$ cat src/rtl/core/yst_pkg.sv
// Shared types, constants and helper functions for the YAML subset tokenizer.
// Used by every module under rtl/core; depends on nothing else.
package yst_pkg;

    localparam int POSITION_BITS = 24;
    localparam int LINE_BITS     = 16;
    localparam int DEPTH_BITS    = 8;
    localparam int INDENT_BITS   = 16;
    localparam int MAX_TOKENS    = 4;
    localparam int QUEUE_DEPTH   = 4;

    localparam logic [POSITION_BITS-1:0] POS_MAX    = '1;
    localparam logic [LINE_BITS-1:0]     LIN_MAX    = '1;
    localparam logic [INDENT_BITS-1:0]   INDENT_MAX = '1;
    localparam logic signed [DEPTH_BITS-1:0] DEP_MAX = {1'b0, {(DEPTH_BITS-1){1'b1}}};
    localparam logic signed [DEPTH_BITS-1:0] DEP_MIN = {1'b1, {(DEPTH_BITS-1){1'b0}}};

    localparam logic [7:0] CH_LBRACE = 8'h7B;
    localparam logic [7:0] CH_RBRACE = 8'h7D;
    localparam logic [7:0] CH_COMMA  = 8'h2C;
    localparam logic [7:0] CH_COLON  = 8'h3A;
    localparam logic [7:0] CH_DASH   = 8'h2D;
    localparam logic [7:0] CH_TILDE  = 8'h7E;
    localparam logic [7:0] CH_DOLLAR = 8'h24;
    localparam logic [7:0] CH_HASH   = 8'h23;
    localparam logic [7:0] CH_SPACE  = 8'h20;
    localparam logic [7:0] CH_TAB    = 8'h09;
    localparam logic [7:0] CH_NL     = 8'h0A;
    localparam logic [7:0] CH_VT     = 8'h0B;
    localparam logic [7:0] CH_FF     = 8'h0C;
    localparam logic [7:0] CH_CR     = 8'h0D;
    localparam logic [7:0] CH_NUL    = 8'h00;

    typedef enum logic [2:0] {
        ST_IDLE    = 3'd0,
        ST_INDENT  = 3'd1,
        ST_COMMENT = 3'd2,
        ST_SCALAR  = 3'd3,
        ST_VAROPEN = 3'd4,
        ST_VARREF  = 3'd5
    } scan_state_t;

    typedef enum logic [3:0] {
        K_INDENT  = 4'd0,
        K_NEWLINE = 4'd1,
        K_LBRACE  = 4'd2,
        K_RBRACE  = 4'd3,
        K_COMMA   = 4'd4,
        K_COLON   = 4'd5,
        K_DASH    = 4'd6,
        K_NULL    = 4'd7,
        K_VARREF  = 4'd8,
        K_SCALAR  = 4'd9,
        K_EOF     = 4'd10,
        K_ERROR   = 4'd11
    } tok_kind_t;

    typedef struct packed {
        tok_kind_t                kind;
        logic [LINE_BITS-1:0]     line;
        logic [LINE_BITS-1:0]     column;
        logic [INDENT_BITS-1:0]   indent;
        logic [POSITION_BITS-1:0] offset;
        logic [POSITION_BITS-1:0] length;
    } token_t;

    // All tokens caused by one input item; count is never zero in the queue.
    typedef struct packed {
        logic [2:0] count;
        token_t [MAX_TOKENS-1:0] tok;
    } bundle_t;

    typedef struct packed {
        logic [7:0]               la_byte;
        logic                     la_valid;
        logic [LINE_BITS-1:0]     line;
        logic [LINE_BITS-1:0]     column;
        logic [POSITION_BITS-1:0] pos;
        logic signed [DEPTH_BITS-1:0] depth;
        logic                     at_bol;
        scan_state_t              st;
        logic [LINE_BITS-1:0]     sp_line;
        logic [LINE_BITS-1:0]     sp_column;
        logic [POSITION_BITS-1:0] sp_offset;
        logic [POSITION_BITS-1:0] sp_end;
        logic [INDENT_BITS-1:0]   spaces;
    } lex_state_t;

    localparam lex_state_t LEX_RESET = '{
        la_byte: 8'd0, la_valid: 1'b0, line: LINE_BITS'(1), column: LINE_BITS'(1),
        pos: '0, depth: '0, at_bol: 1'b1, st: ST_IDLE, sp_line: '0,
        sp_column: '0, sp_offset: '0, sp_end: '0, spaces: '0};

    function automatic logic is_white(input logic [7:0] c);
        is_white = (c == CH_SPACE) || (c == CH_TAB) || (c == CH_NL) ||
                   (c == CH_VT) || (c == CH_FF) || (c == CH_CR);
    endfunction

    function automatic logic [POSITION_BITS-1:0] pos_inc(input logic [POSITION_BITS-1:0] p);
        pos_inc = (p < POS_MAX) ? p + 1'b1 : POS_MAX;
    endfunction

endpackage

$ cat src/rtl/core/yst_front.sv
// Front end of the tokenizer: holds the lexer state and turns each accepted
// byte or end marker into a bundle of up to four tokens. Depends on yst_pkg.
module yst_front (
    input  logic                 clk,
    input  logic                 rst_n,
    input  logic                 fire,
    input  logic                 mode,
    input  logic [7:0]           data_byte,
    output logic                 push,
    output yst_pkg::bundle_t     bundle
);
    import yst_pkg::*;

    lex_state_t state_reg, state_next;

    function automatic lex_state_t adv(input lex_state_t s, input logic [7:0] b);
        lex_state_t r;
        r = s;
        r.pos = pos_inc(s.pos);
        if (b == CH_NL) begin
            r.line   = (s.line < LIN_MAX) ? s.line + 1'b1 : LIN_MAX;
            r.column = LINE_BITS'(1);
        end
        else if (s.column < LIN_MAX) begin
            r.column = s.column + 1'b1;
        end
        return r;
    endfunction

    function automatic lex_state_t take(input lex_state_t s, input logic [7:0] b);
        lex_state_t r;
        r = s;
        if (b != CH_SPACE && b != CH_TAB) r.sp_end = pos_inc(s.pos);
        return adv(r, b);
    endfunction

    function automatic bundle_t emit(input bundle_t bd, input tok_kind_t k,
                                     input logic [LINE_BITS-1:0] ln,
                                     input logic [LINE_BITS-1:0] col,
                                     input logic [INDENT_BITS-1:0] ind,
                                     input logic [POSITION_BITS-1:0] off,
                                     input logic [POSITION_BITS-1:0] len);
        bundle_t r;
        r = bd;
        if (bd.count < 3'(MAX_TOKENS)) begin
            r.tok[bd.count[1:0]] = '{kind: k, line: ln, column: col, indent: ind,
                                     offset: off, length: len};
            r.count = bd.count + 1'b1;
        end
        return r;
    endfunction

    function automatic logic [POSITION_BITS-1:0] span_len(input lex_state_t s,
                                                         input logic [POSITION_BITS-1:0] e);
        span_len = (e > s.sp_offset) ? e - s.sp_offset : '0;
    endfunction

    always_comb
    begin
        lex_state_t s;
        bundle_t    bd;
        logic [7:0] b;
        logic [7:0] nx;
        logic       go;
        logic       dn;
        logic       stop;
        logic       failed;
        s      = state_reg;
        bd     = '0;
        b      = s.la_byte;
        nx     = mode ? CH_NUL : data_byte;
        go     = 1'b0;
        dn     = 1'b0;
        stop   = 1'b0;
        failed = 1'b0;
        if (fire) begin
            if (s.la_valid) begin
                go = 1'b1;
                unique case (s.st)
                    ST_INDENT:
                    begin
                        if (b == CH_SPACE) begin
                            if (s.spaces != INDENT_MAX) s.spaces = s.spaces + 1'b1;
                            s  = adv(s, b);
                            go = 1'b0;
                        end
                        else begin
                            bd = emit(bd, K_INDENT, s.sp_line, s.sp_column, s.spaces, '0, '0);
                            s.at_bol = 1'b0;
                            s.st = ST_IDLE;
                        end
                    end
                    ST_COMMENT:
                    begin
                        if (b != CH_NL) begin
                            s  = adv(s, b);
                            go = 1'b0;
                        end
                        else begin
                            s.st = ST_IDLE;
                        end
                    end
                    ST_SCALAR:
                    begin
                        stop = (b == CH_NL) || (b == CH_HASH) ||
                               (s.depth != 0 && (b == CH_COMMA || b == CH_RBRACE)) ||
                               (s.depth == 0 && b == CH_COLON && (mode || is_white(nx)));
                        if (!stop) begin
                            s  = take(s, b);
                            go = 1'b0;
                        end
                        else begin
                            if (span_len(s, s.sp_end) != '0)
                                bd = emit(bd, K_SCALAR, s.sp_line, s.sp_column, '0,
                                          s.sp_offset, span_len(s, s.sp_end));
                            s.st = ST_IDLE;
                        end
                    end
                    ST_VAROPEN:
                    begin
                        s.sp_offset = pos_inc(s.pos);
                        s.st = ST_VARREF;
                        s  = adv(s, b);
                        go = 1'b0;
                    end
                    ST_VARREF:
                    begin
                        if (b == CH_RBRACE) begin
                            bd = emit(bd, K_VARREF, s.sp_line, s.sp_column, '0,
                                      s.sp_offset, span_len(s, s.pos));
                            s.st = ST_IDLE;
                        end
                        s  = adv(s, b);
                        go = 1'b0;
                    end
                    default:
                    begin
                        s.st = ST_IDLE;
                    end
                endcase

                if (go) begin
                    if (s.at_bol && s.depth == 0) begin
                        s.sp_line   = s.line;
                        s.sp_column = s.column;
                        s.spaces    = '0;
                        if (b == CH_SPACE) begin
                            s.st     = ST_INDENT;
                            s.spaces = INDENT_BITS'(1);
                            s  = adv(s, b);
                            dn = 1'b1;
                        end
                        else begin
                            bd = emit(bd, K_INDENT, s.sp_line, s.sp_column, s.spaces, '0, '0);
                            s.at_bol = 1'b0;
                            s.st = ST_IDLE;
                        end
                    end
                    if (!dn) begin
                        case (b) inside
                            CH_NL:
                            begin
                                if (s.depth == 0)
                                    bd = emit(bd, K_NEWLINE, s.line, s.column, '0, '0, '0);
                                s.at_bol = 1'b1;
                                s  = adv(s, b);
                                dn = 1'b1;
                            end
                            CH_SPACE, CH_TAB:
                            begin
                                s  = adv(s, b);
                                dn = 1'b1;
                            end
                            CH_HASH:
                            begin
                                s.st = ST_COMMENT;
                                s  = adv(s, b);
                                dn = 1'b1;
                            end
                            CH_LBRACE:
                            begin
                                bd = emit(bd, K_LBRACE, s.line, s.column, '0, '0, '0);
                                if (s.depth < DEP_MAX)
                                    s.depth = s.depth + $signed(DEPTH_BITS'(1));
                                s  = adv(s, b);
                                dn = 1'b1;
                            end
                            CH_RBRACE:
                            begin
                                bd = emit(bd, K_RBRACE, s.line, s.column, '0, '0, '0);
                                if (s.depth > DEP_MIN)
                                    s.depth = s.depth - $signed(DEPTH_BITS'(1));
                                s  = adv(s, b);
                                dn = 1'b1;
                            end
                            CH_COMMA:
                            begin
                                bd = emit(bd, K_COMMA, s.line, s.column, '0, '0, '0);
                                s  = adv(s, b);
                                dn = 1'b1;
                            end
                            CH_COLON:
                            begin
                                if (s.depth != 0 || mode || nx == CH_NUL || is_white(nx)) begin
                                    bd = emit(bd, K_COLON, s.line, s.column, '0, '0, '0);
                                    s  = adv(s, b);
                                    dn = 1'b1;
                                end
                            end
                            CH_DASH:
                            begin
                                if (!mode && nx == CH_SPACE && s.depth == 0) begin
                                    bd = emit(bd, K_DASH, s.line, s.column, '0, '0, '0);
                                    s  = adv(s, b);
                                    dn = 1'b1;
                                end
                            end
                            CH_TILDE:
                            begin
                                if (mode || nx == CH_NUL || nx == CH_COMMA ||
                                    nx == CH_RBRACE || is_white(nx)) begin
                                    bd = emit(bd, K_NULL, s.line, s.column, '0, '0, '0);
                                    s  = adv(s, b);
                                    dn = 1'b1;
                                end
                            end
                            CH_DOLLAR:
                            begin
                                if (!mode && nx == CH_LBRACE) begin
                                    s.sp_line   = s.line;
                                    s.sp_column = s.column;
                                    s.st = ST_VAROPEN;
                                    s  = adv(s, b);
                                    dn = 1'b1;
                                end
                            end
                            default:
                            begin
                                dn = 1'b0;
                            end
                        endcase
                    end
                    if (!dn) begin
                        s.sp_line   = s.line;
                        s.sp_column = s.column;
                        s.sp_offset = s.pos;
                        s.sp_end    = s.pos;
                        s.st = ST_SCALAR;
                        s = take(s, b);
                    end
                end
            end

            if (!mode) begin
                s.la_byte  = data_byte;
                s.la_valid = 1'b1;
            end
            else begin
                if (s.st == ST_INDENT) begin
                    bd = emit(bd, K_INDENT, s.sp_line, s.sp_column, s.spaces, '0, '0);
                end
                else if (s.st == ST_SCALAR) begin
                    if (span_len(s, s.sp_end) != '0)
                        bd = emit(bd, K_SCALAR, s.sp_line, s.sp_column, '0,
                                  s.sp_offset, span_len(s, s.sp_end));
                end
                else if (s.st == ST_VAROPEN || s.st == ST_VARREF) begin
                    bd = emit(bd, K_ERROR, s.sp_line, s.sp_column, '0, '0, '0);
                    failed = 1'b1;
                end
                if (!failed) bd = emit(bd, K_EOF, s.line, s.column, '0, '0, '0);
                s = LEX_RESET;
            end
        end
        state_next = s;
        bundle     = bd;
        push       = fire && (bd.count != 3'd0);
    end

    always_ff @(posedge clk or negedge rst_n)
    begin
        if (!rst_n) state_reg <= LEX_RESET;
        else        state_reg <= state_next;
    end

endmodule

$ cat src/rtl/core/yst_queue.sv
// Short queue of token bundles between the front and back ends.
// Depends on yst_pkg.
module yst_queue (
    input  logic             clk,
    input  logic             rst_n,
    input  logic             push,
    input  yst_pkg::bundle_t wr_data,
    output logic             full,
    input  logic             pop,
    output logic             not_empty,
    output yst_pkg::bundle_t rd_data
);
    import yst_pkg::*;

    localparam int PTR_BITS = $clog2(QUEUE_DEPTH);

    bundle_t [QUEUE_DEPTH-1:0] slot_reg;
    logic [PTR_BITS-1:0] wr_ptr_reg, wr_ptr_next;
    logic [PTR_BITS-1:0] rd_ptr_reg, rd_ptr_next;
    logic [PTR_BITS:0]   fill_reg, fill_next;

    assign full      = (fill_reg == (PTR_BITS+1)'(QUEUE_DEPTH));
    assign not_empty = (fill_reg != '0);
    assign rd_data   = slot_reg[rd_ptr_reg];

    always_comb
    begin
        wr_ptr_next = push ? wr_ptr_reg + 1'b1 : wr_ptr_reg;
        rd_ptr_next = pop  ? rd_ptr_reg + 1'b1 : rd_ptr_reg;
        fill_next   = fill_reg + (PTR_BITS+1)'(push) - (PTR_BITS+1)'(pop);
    end

    always_ff @(posedge clk)
    begin
        if (push) slot_reg[wr_ptr_reg] <= wr_data;
    end

    always_ff @(posedge clk or negedge rst_n)
    begin
        if (!rst_n) begin
            wr_ptr_reg <= '0;
            rd_ptr_reg <= '0;
            fill_reg   <= '0;
        end
        else begin
            wr_ptr_reg <= wr_ptr_next;
            rd_ptr_reg <= rd_ptr_next;
            fill_reg   <= fill_next;
        end
    end

endmodule

$ cat src/rtl/core/yst_back.sv
// Back end of the tokenizer: takes one bundle at a time from the queue and
// sends its tokens out one per transfer. Depends on yst_pkg.
module yst_back (
    input  logic             clk,
    input  logic             rst_n,
    input  logic             q_not_empty,
    input  yst_pkg::bundle_t q_data,
    output logic             q_pop,
    output logic             out_valid,
    input  logic             out_ready,
    output yst_pkg::token_t  out_token,
    output logic             out_last
);
    import yst_pkg::*;

    bundle_t    bundle_reg;
    logic [1:0] idx_reg, idx_next;
    logic       valid_reg, valid_next;
    logic       fire;

    assign out_valid = valid_reg;
    assign out_token = bundle_reg.tok[idx_reg];
    assign out_last  = ({1'b0, idx_reg} == bundle_reg.count - 1'b1);
    assign fire      = valid_reg && out_ready;
    assign q_pop     = q_not_empty && (!valid_reg || (fire && out_last));

    always_comb
    begin
        idx_next   = idx_reg;
        valid_next = valid_reg;
        if (q_pop) begin
            idx_next   = '0;
            valid_next = 1'b1;
        end
        else if (fire) begin
            if (out_last) valid_next = 1'b0;
            else          idx_next   = idx_reg + 1'b1;
        end
    end

    always_ff @(posedge clk)
    begin
        if (q_pop) bundle_reg <= q_data;
    end

    always_ff @(posedge clk or negedge rst_n)
    begin
        if (!rst_n) begin
            idx_reg   <= '0;
            valid_reg <= 1'b0;
        end
        else begin
            idx_reg   <= idx_next;
            valid_reg <= valid_next;
        end
    end

endmodule

$ cat src/rtl/core/yaml_subset_tokenizer.sv
// Top level of the YAML subset tokenizer: front end, bundle queue, back end.
// Depends on yst_pkg, yst_front, yst_queue and yst_back.
//
// The tokenizer takes one document byte per transfer on the slave side
// (tuser low) or an end-of-document marker (tuser high), and sends tokens on
// the master side. A byte is decided one transfer late, when the following
// byte or the end marker is known. The front end accepts one input transfer
// every cycle while the four-entry bundle queue has room, and all per-byte
// work is done in that single cycle. The back end sends one token per cycle
// while m_tready is high, so an input that causes n tokens (at most four)
// takes n master transfers; input throughput is one byte per cycle whenever
// the output keeps up, and the queue absorbs short bursts of multi-token
// items. The last token caused by each input transfer carries tlast. Scalar
// and reference text is given as a byte offset and length, with trailing
// blanks trimmed from scalars. After the end marker the lexer state resets.
module yaml_subset_tokenizer (
    input  logic         clk,
    input  logic         rst_n,
    input  logic         s_tvalid,
    output logic         s_tready,
    input  logic [7:0]   s_tdata,   // data_byte[7:0]
    input  logic         s_tuser,   // mode[0]
    output logic         m_tvalid,
    input  logic         m_tready,
    // token_kind[3:0], token_line[19:4], token_column[35:20],
    // indent_count[51:36], text_offset[75:52], text_length[99:76], zero[103:100]
    output logic [103:0] m_tdata,
    output logic         m_tlast    // last_of_run
);
    import yst_pkg::*;

    logic    in_fire;
    logic    push;
    logic    q_full;
    logic    q_not_empty;
    logic    q_pop;
    bundle_t push_bundle;
    bundle_t head_bundle;
    token_t  out_token;

    assign s_tready = !q_full;
    assign in_fire  = s_tvalid && s_tready;

    yst_front u_front (
        .clk       (clk),
        .rst_n     (rst_n),
        .fire      (in_fire),
        .mode      (s_tuser),
        .data_byte (s_tdata),
        .push      (push),
        .bundle    (push_bundle)
    );

    yst_queue u_queue (
        .clk       (clk),
        .rst_n     (rst_n),
        .push      (push),
        .wr_data   (push_bundle),
        .full      (q_full),
        .pop       (q_pop),
        .not_empty (q_not_empty),
        .rd_data   (head_bundle)
    );

    yst_back u_back (
        .clk         (clk),
        .rst_n       (rst_n),
        .q_not_empty (q_not_empty),
        .q_data      (head_bundle),
        .q_pop       (q_pop),
        .out_valid   (m_tvalid),
        .out_ready   (m_tready),
        .out_token   (out_token),
        .out_last    (m_tlast)
    );

    assign m_tdata = {4'b0000, out_token.length, out_token.offset, out_token.indent,
                      out_token.column, out_token.line, out_token.kind};

endmodule
$ cat config.mk
export PLATFORM = sky130hd
export DESIGN_NAME = yaml_subset_tokenizer
export DESIGN_NICKNAME = d
export VERILOG_FILES = /design/src/rtl/core/yst_pkg.sv /design/src/rtl/core/yst_front.sv /design/src/rtl/core/yst_queue.sv /design/src/rtl/core/yst_back.sv /design/src/rtl/core/yaml_subset_tokenizer.sv
export SDC_FILE = /design/constraint.sdc
export NUM_CORES = 2
export LEC_CHECK = 0
export ABC_AREA = 0
export BUFFER_PORTS_ARGS = -buffer_cell sky130_fd_sc_hd__buf_2
export CORE_ASPECT_RATIO = 1.4
export CORE_MARGIN = 4
export CORE_UTILIZATION = 57
export CTS_BUF_LIST = sky130_fd_sc_hd__clkbuf_4 sky130_fd_sc_hd__clkbuf_8 sky130_fd_sc_hd__clkbuf_16
export CTS_CLUSTER_DIAMETER = 40
export DETAILED_ROUTE_END_ITERATION = 8
export PLACE_DENSITY = 0.76
export SYNTH_ARGS = -nofsm -noshare
export SYNTH_HDL_FRONTEND = slang
export SYNTH_SLANG_ARGS = --single-unit
$ cat constraint.sdc
create_clock -name clk -period 29.3 [get_ports clk]
set_clock_uncertainty 0.1 [all_clocks]
set_input_delay 5.86 -clock clk [delete_from_list [all_inputs] [get_ports clk]]
set_output_delay 5.86 -clock clk [all_outputs]
set_load 0.005 [all_outputs]
# Word level (Yosys, flattened, before mapping)
# Cells that the tools add are included.
[word_totals] register_bits=2198
[classes] muxes=189 magnitude_cmp=33 n_eq_ne=37 n_reduce_logical=57 add_sub_neg=28
[ops] op="$mux W403" count=48
[ops] op="$bwmux W400" count=12
[ops] op="$mux W164" count=14
[ops] op="$mux W148" count=13
[ops] op="$bwmux W1612" count=1
[ops] op="$pmux W403 S3" count=1
[ops] op="$mux W401" count=3
[ops] op="$bmux W403 S2" count=1
[ops] op="$demux W403 S2" count=1
[ops] op="$demux W100 S2" count=4
[ops] op="$mux W100" count=5
[ops] op="$mux W65" count=4
[ops] op="$pmux W65 S4" count=1
[ops] op="$mux W16" count=16
[ops] op="$mux W24" count=9
[ops] op="$bmux W100 S2" count=1
[ops] op="$pmux W64 S3" count=1
[ops] op="$add A16 B1 Y16 const B" count=9
[ops] op="$lt A16 B16 Y1 const B" count=8
[ops] op="$mux W64" count=2
[ops] op="$add A24 B1 Y24 const B" count=4
[ops] op="$logic_not A32 Y1" count=3
[ops] op="$lt A24 B24 Y1 const B" count=4
[ops] op="$gt A24 B24 Y1" count=3
[ops] op="other kinds (44)" count=176

# Depth between registers and ports, before layout
[depth] word_depth=69 depth_mapped=63 depth_no_buf=56

# By module
# From an unflattened synthesis, not the netlist that was laid out.
[unflattened] cells_unflattened=7250 area_unflattened_um2=102993.8
[modules_own_cells] mod="yst_queue" cells_per_inst=2139 seq_area_each_um2=48581.6 area_per_inst_um2=58568.7 n_inst=1
[modules_own_cells] mod="yst_front" cells_per_inst=4547 seq_area_each_um2=4332.9 area_per_inst_um2=29598.4 n_inst=1
[modules_own_cells] mod="yst_back" cells_per_inst=557 seq_area_each_um2=12176.7 area_per_inst_um2=14782.9 n_inst=1
[modules_own_cells] mod="yaml_subset_tokenizer" cells_per_inst=7 seq_area_each_um2=0.0 area_per_inst_um2=43.8 n_inst=1

# Worst setup path after synthesis
# Ideal clock, no wire load.
[synth_path] kind="input to register" start="input m_tready" end="register u_queue.fill_reg[1]" stages=6 arrival_time_ns=28.526 setup_slack_ns=0.538 required_ns=29.064 n_path_buf=0 setup_time_ns=0.136 cell_sequence="nand2_1 -> a21oi_1 -> ha_1 -> inv_1 -> ha_1 -> fa_1"
[synth_via] elab_chain_cells=5
[synth_lines] element="from (decl)" line_no="yaml_subset_tokenizer.sv:24" source="input logic m_tready,"
[synth_lines] element="$logic_and A1 B1 Y1" line_no="yst_back.sv:24" source="assign fire = valid_reg && out_ready;"
[synth_lines] element="$logic_and A1 B1 Y1" line_no="yst_back.sv:25" source="assign q_pop = q_not_empty && (!valid_reg || (fire && out_last));"
[synth_lines] element="$logic_or A1 B1 Y1" line_no="yst_back.sv:25"
[synth_lines] element="$logic_and A1 B1 Y1" line_no="yst_back.sv:25"
[synth_lines] element="net q_pop" line_no="yaml_subset_tokenizer.sv:36" source="logic q_pop;"
[synth_lines] element="$sub A3 B1 Y3" line_no="yst_queue.sv:30" source="fill_next = fill_reg + (PTR_BITS+1)'(push) - (PTR_BITS+1)'(pop);"
[synth_lines] element="net u_queue.fill_next[1]" line_no="yst_queue.sv:20" source="logic [PTR_BITS:0] fill_reg, fill_next;"
[synth_lines] element="to (signal assigned)" line_no="yst_queue.sv:48" source="fill_reg <= fill_next;"
[synth_lines] element="to (decl)" line_no="yst_queue.sv:20"
# The timed path passes the listed nets, and every way through them passes these cells.
# A chain may end at the register's enable or synchronous reset.

# Final worst setup path
[layout_path] start="input s_tuser" end="register u_queue.slot_reg[172] in the netlist's numbering, enable pin"
[layout_via] elab_chain_cells=60 word_cells_on_any_way=168
[layout_lines] element="from (decl)" line_no="yaml_subset_tokenizer.sv:22" source="input logic s_tuser,"
[layout_lines] element="$mux W8" line_no="yst_front.sv:71" source="nx = mode ? CH_NUL : data_byte;"
[layout_lines] element="$eq A8 B6 Y1 or $eq A8 B4 Y1 (tied branches)" line_no="yst_pkg.sv:95, yst_front.sv:212"
[layout_lines] element="$logic_or A1 B1 Y1 (3 in series)" line_no="yst_pkg.sv:95" source="is_white = (c == CH_SPACE) || (c == CH_TAB) || (c == CH_NL) ||"
[layout_lines] element="$logic_or A1 B1 Y1 (2 in series)" line_no="yst_pkg.sv:96" source="(c == CH_VT) || (c == CH_FF) || (c == CH_CR);"
[layout_lines] element="$logic_or A1 B1 Y1" line_no="yst_front.sv:107" source="(s.depth == 0 && b == CH_COLON && (mode || is_white(nx)));"
[layout_lines] element="$logic_and A1 B1 Y1" line_no="yst_front.sv:107"
[layout_lines] element="$logic_or A1 B1 Y1" line_no="yst_front.sv:106" source="(s.depth != 0 && (b == CH_COMMA || b == CH_RBRACE)) ||"
[layout_lines] element="$mux W65" line_no="yst_front.sv:108" source="if (!stop) begin"
[layout_lines] element="[... 42 more ...]"
[layout_lines] element="$add A3 B1 Y3 or $lt A3 B3 Y1 (tied branches)" line_no="yst_front.sv:48, yst_front.sv:45"
[layout_lines] element="$mux W403" line_no="yst_front.sv:45" source="if (bd.count < 3'(MAX_TOKENS)) begin"
[layout_lines] element="$mux W403" line_no="yst_front.sv:271" source="if (!failed) bd = emit(bd, K_EOF, s.line, s.column, '0, '0, '0);"
[layout_lines] element="$mux W403 (*)" line_no="yst_front.sv:254" source="if (!mode) begin"
[layout_lines] element="$mux W403 (*)" line_no="yst_front.sv:76" source="if (fire) begin"
[layout_lines] element="$reduce_bool A3 Y1 (*)" line_no="yst_front.sv:277" source="push = fire && (bd.count != 3'd0);"
[layout_lines] element="$logic_and A1 B1 Y1 (*)" line_no="yst_front.sv:277"
[layout_lines] element="net push" line_no="yaml_subset_tokenizer.sv:33" source="logic push;"
[layout_lines] element="to (signal, indexed assignment)" line_no="yst_queue.sv:35" source="if (push) slot_reg[wr_ptr_reg] <= wr_data;"
[layout_lines] element="to (decl)" line_no="yst_queue.sv:17" source="bundle_t [QUEUE_DEPTH-1:0] slot_reg;"
# The timed path passes the listed nets; every way through them passes the cells marked *. The select of a mux whose other input is x is not followed.

==> results.tsv <==
metric	value	unit
status	finished with violations	
violated checks	DRC	
CTS buffer count	218	
Final period util	0.7861	
#FFs+latches synth	2198	
CTS Sinks	2198	
routability cong.	1.012	
Cell Int Power	8.195	mW
global-route wire length before repair	531.0	mm
Flop pwr share	0.346	
clock tree buffer depth	3	
die extent in x	367.6	um
Crit Path Class	input pin to register	
r2r startpoint	u_front.state_reg[108]	
initial antenna violation count	20	
vias in the first global route	71400	
CP max stage delay	0.84	ns
worst min path class	register to register	
Cell Count Post-Placement	9597	
Routed Antenna Nets	0	
max_cap viols	0	
Overflow after GRT	0	
Via density	7.260	
clock share of power	0.204	
final WL	373.6	mm
fmax	0.04341	GHz
CP Data Required Time	29.64	ns
Final setup viols	0	
main area contributors after synthesis	edfxtp_1, mux4_2, dfrtp_1	
PortBufs	115	
critical path endpoint category	register	
post_cts resized	0	
Synth Warn #	0	
slowest CP cell	buf_4	
Power Dens Cells	125.3	nW/um^2
switch share	0.4283	
fin cells	10020	
initial DRC count	11580	
RSZ-0062 raised after global routing	no	
cell count after synthesis	7328	
H-tree Lvls	4	
Logic pwr share	0.450	
maximum VDD drop	121.3	uV
Least-Margin Pin Slew	1.413	ns
wire length per cell	37.30	um
io pins	120	
Synth cell types	131	
asr flop ratio synth	0.08326	
most frequent cell after synthesis	edfxtp_1	
Detail Placement HPWL	243.8	mm
NetSw	6.140	mW
Pleak	37.67	nW
die area	188000	um^2
clock latency on the worst-skew pair	0.89	ns
Layout Utilization	0.6361	
total number of vias	72710	
crit path max fanout	60	
largest net degree at the start of global routing	160	
Post-synth EDFFs	2015	
Setup crit start kind	input pin	
Synth Area per Inst	14.08	um^2
Starting Density	0.5739	
Tmin final	23.03	ns
Layout area overhead	10.83	%
Pre-Repair DR Iteration Count	9	
number of core rows	184	
Max transition margin	0.04781	
max-slew violations	0	
Clock Pin Slew Worst Setup and Hold Paths	0.06	ns
area share of the leading cell type in the synthesized netlist	0.5864	
CP Data Arrival Time	23.38	ns
Setup TNS	0	ns
layout cells sized above 1	0.1842	
commonest cells in the netlist	edfxtp_1, nor2_1, nand2_1	
Netlist Area Pre-Place	103200	um^2
setup bufs post-CTS	0	
Hold Violations, Final	0	
Synth area leader	edfxtp_1	
Hold Path Origin	u_front.state_reg[66]	
Final nets	7521	
cts-stage hold buffer count	0	
post-synthesis sequential area ratio	0.6308	
critical path startpoint	s_tuser	
Main synth FF type	edfxtp_1	
die height	511.4	um
root buffer cell	clkbuf_16	
CTS tree	done	
CP most frequent cell	buf_4	
Core ar.	179800	um^2
Residual DRC	18	
GRT Resource Usage Total	0.3939	
max reg flops	1612	
[path summary, 6_finish.rpt]
check,end,slack (ns),depth (start not counted)
max in group asynchronous,u_front.state_reg[117],22.80,2
min,u_front.state_reg[66],0.42,2
max,u_queue.slot_reg[172],6.27,55
min in group asynchronous,u_front.state_reg[134],4.99,1
min reg2reg,u_front.state_reg[66],0.42,2
max reg2reg,u_queue.slot_reg[172],10.45,51
[cells by family (layout without fill, tap and decap cells)]
| logic type | after synthesis | after routing | synth area share |
|---|---|---|---|
| buffers and inverters | 579 | 838 | 0.02222 |
| multiplexers | 571 | 571 | 0.1167 |
| adder cells (fa/ha/maj) | 109 | 109 | 0.01351 |
| AND/OR/NAND/NOR | 2022 | 2022 | 0.09322 |
| flip-flops | 2198 | 2198 | 0.6308 |
| XOR/XNOR | 165 | 165 | 0.01415 |
| AO/OA/AOI/OAI | 1683 | 1683 | 0.1094 |
| other | 1 | 11 | 0.00003634 |
[through the flow]
stage | hold slack [ns] | total power, mW | setup WS (ns) | area [um^2]
2_1_floorplan | 0.3721 | 9.006 | 0.5382 | 103200
3_3_place_gp | 0.3912 | 11.08 | 6.456 | 106700
3_5_place_dp | 0.4041 | 11.17 | 6.123 | 106700
4_1_cts | 0.4182 | 14.19 | 6.897 | 114400
5_1_grt | 0.4450 | 14.81 | 5.668 | 114400
6_report | 0.4207 | 14.34 | 6.266 | 114400
[critical path, delay by kind of cell]
family | cells | cell delay, ns
xor+xnor | 3 | 0.58
simple gates | 16 | 5.88
compound gates | 21 | 5.71
buf+inv | 11 | 3.95
fa+ha+maj | 4 | 1.22
[placed cells by master (no fill, tap or decap), types with 58 or more instances in the layout]
cell type  instances
edfxtp_1        2015
nor2_1           687
nand2_1          541
mux4_2           503
a21oi_1          366
o21ai_0          361
clkbuf_16        220
buf_4            182
dfrtp_1          175
nand3_1          174
nor3_1           139
inv_1            118
buf_2            113
ha_1             105
o22ai_1          104
xnor2_1           99
a211oi_1          93
a22oi_1           90
a22o_1            78
nand4_1           74
xor2_1            64
a31oi_1           58
[power by group through the flow]
stage                     clock network (mW)  logic [mW]  registers (mW)
after global routing                    3.10        6.72            5.00
final                                   2.93        6.45            4.96
after CTS                               2.94        6.30            4.95
after floorplan                            0        3.91            5.10
after global placement                     0        6.20            4.88
after detailed placement                   0        6.22            4.96
[per-layer routing]
metal	wire, um	global-route usage	part of all wire	up-vias
li1	-	-	-	29220
met1	127900	0.4882	0.34	36460
met2	176600	0.6293	0.47	5618
met3	39350	0.09152	0.11	1394
met4	29740	0.2485	0.080	14
met5	96	0	0.00026	-
[final cells by class]
class / instances / area (um^2)
sequential: 2198 / 65110
inverter: 119 / 446.7
clock buffer: 252 / 5771
timing repair buffer: 308 / 2186
clock inverter: 159 / 1854
fill: 12480 / 65430
antenna: 7 / 17.52
tap: 2418 / 3025
multi-input combinational: 4554 / 35960
(Power assumes the default switching activity.)
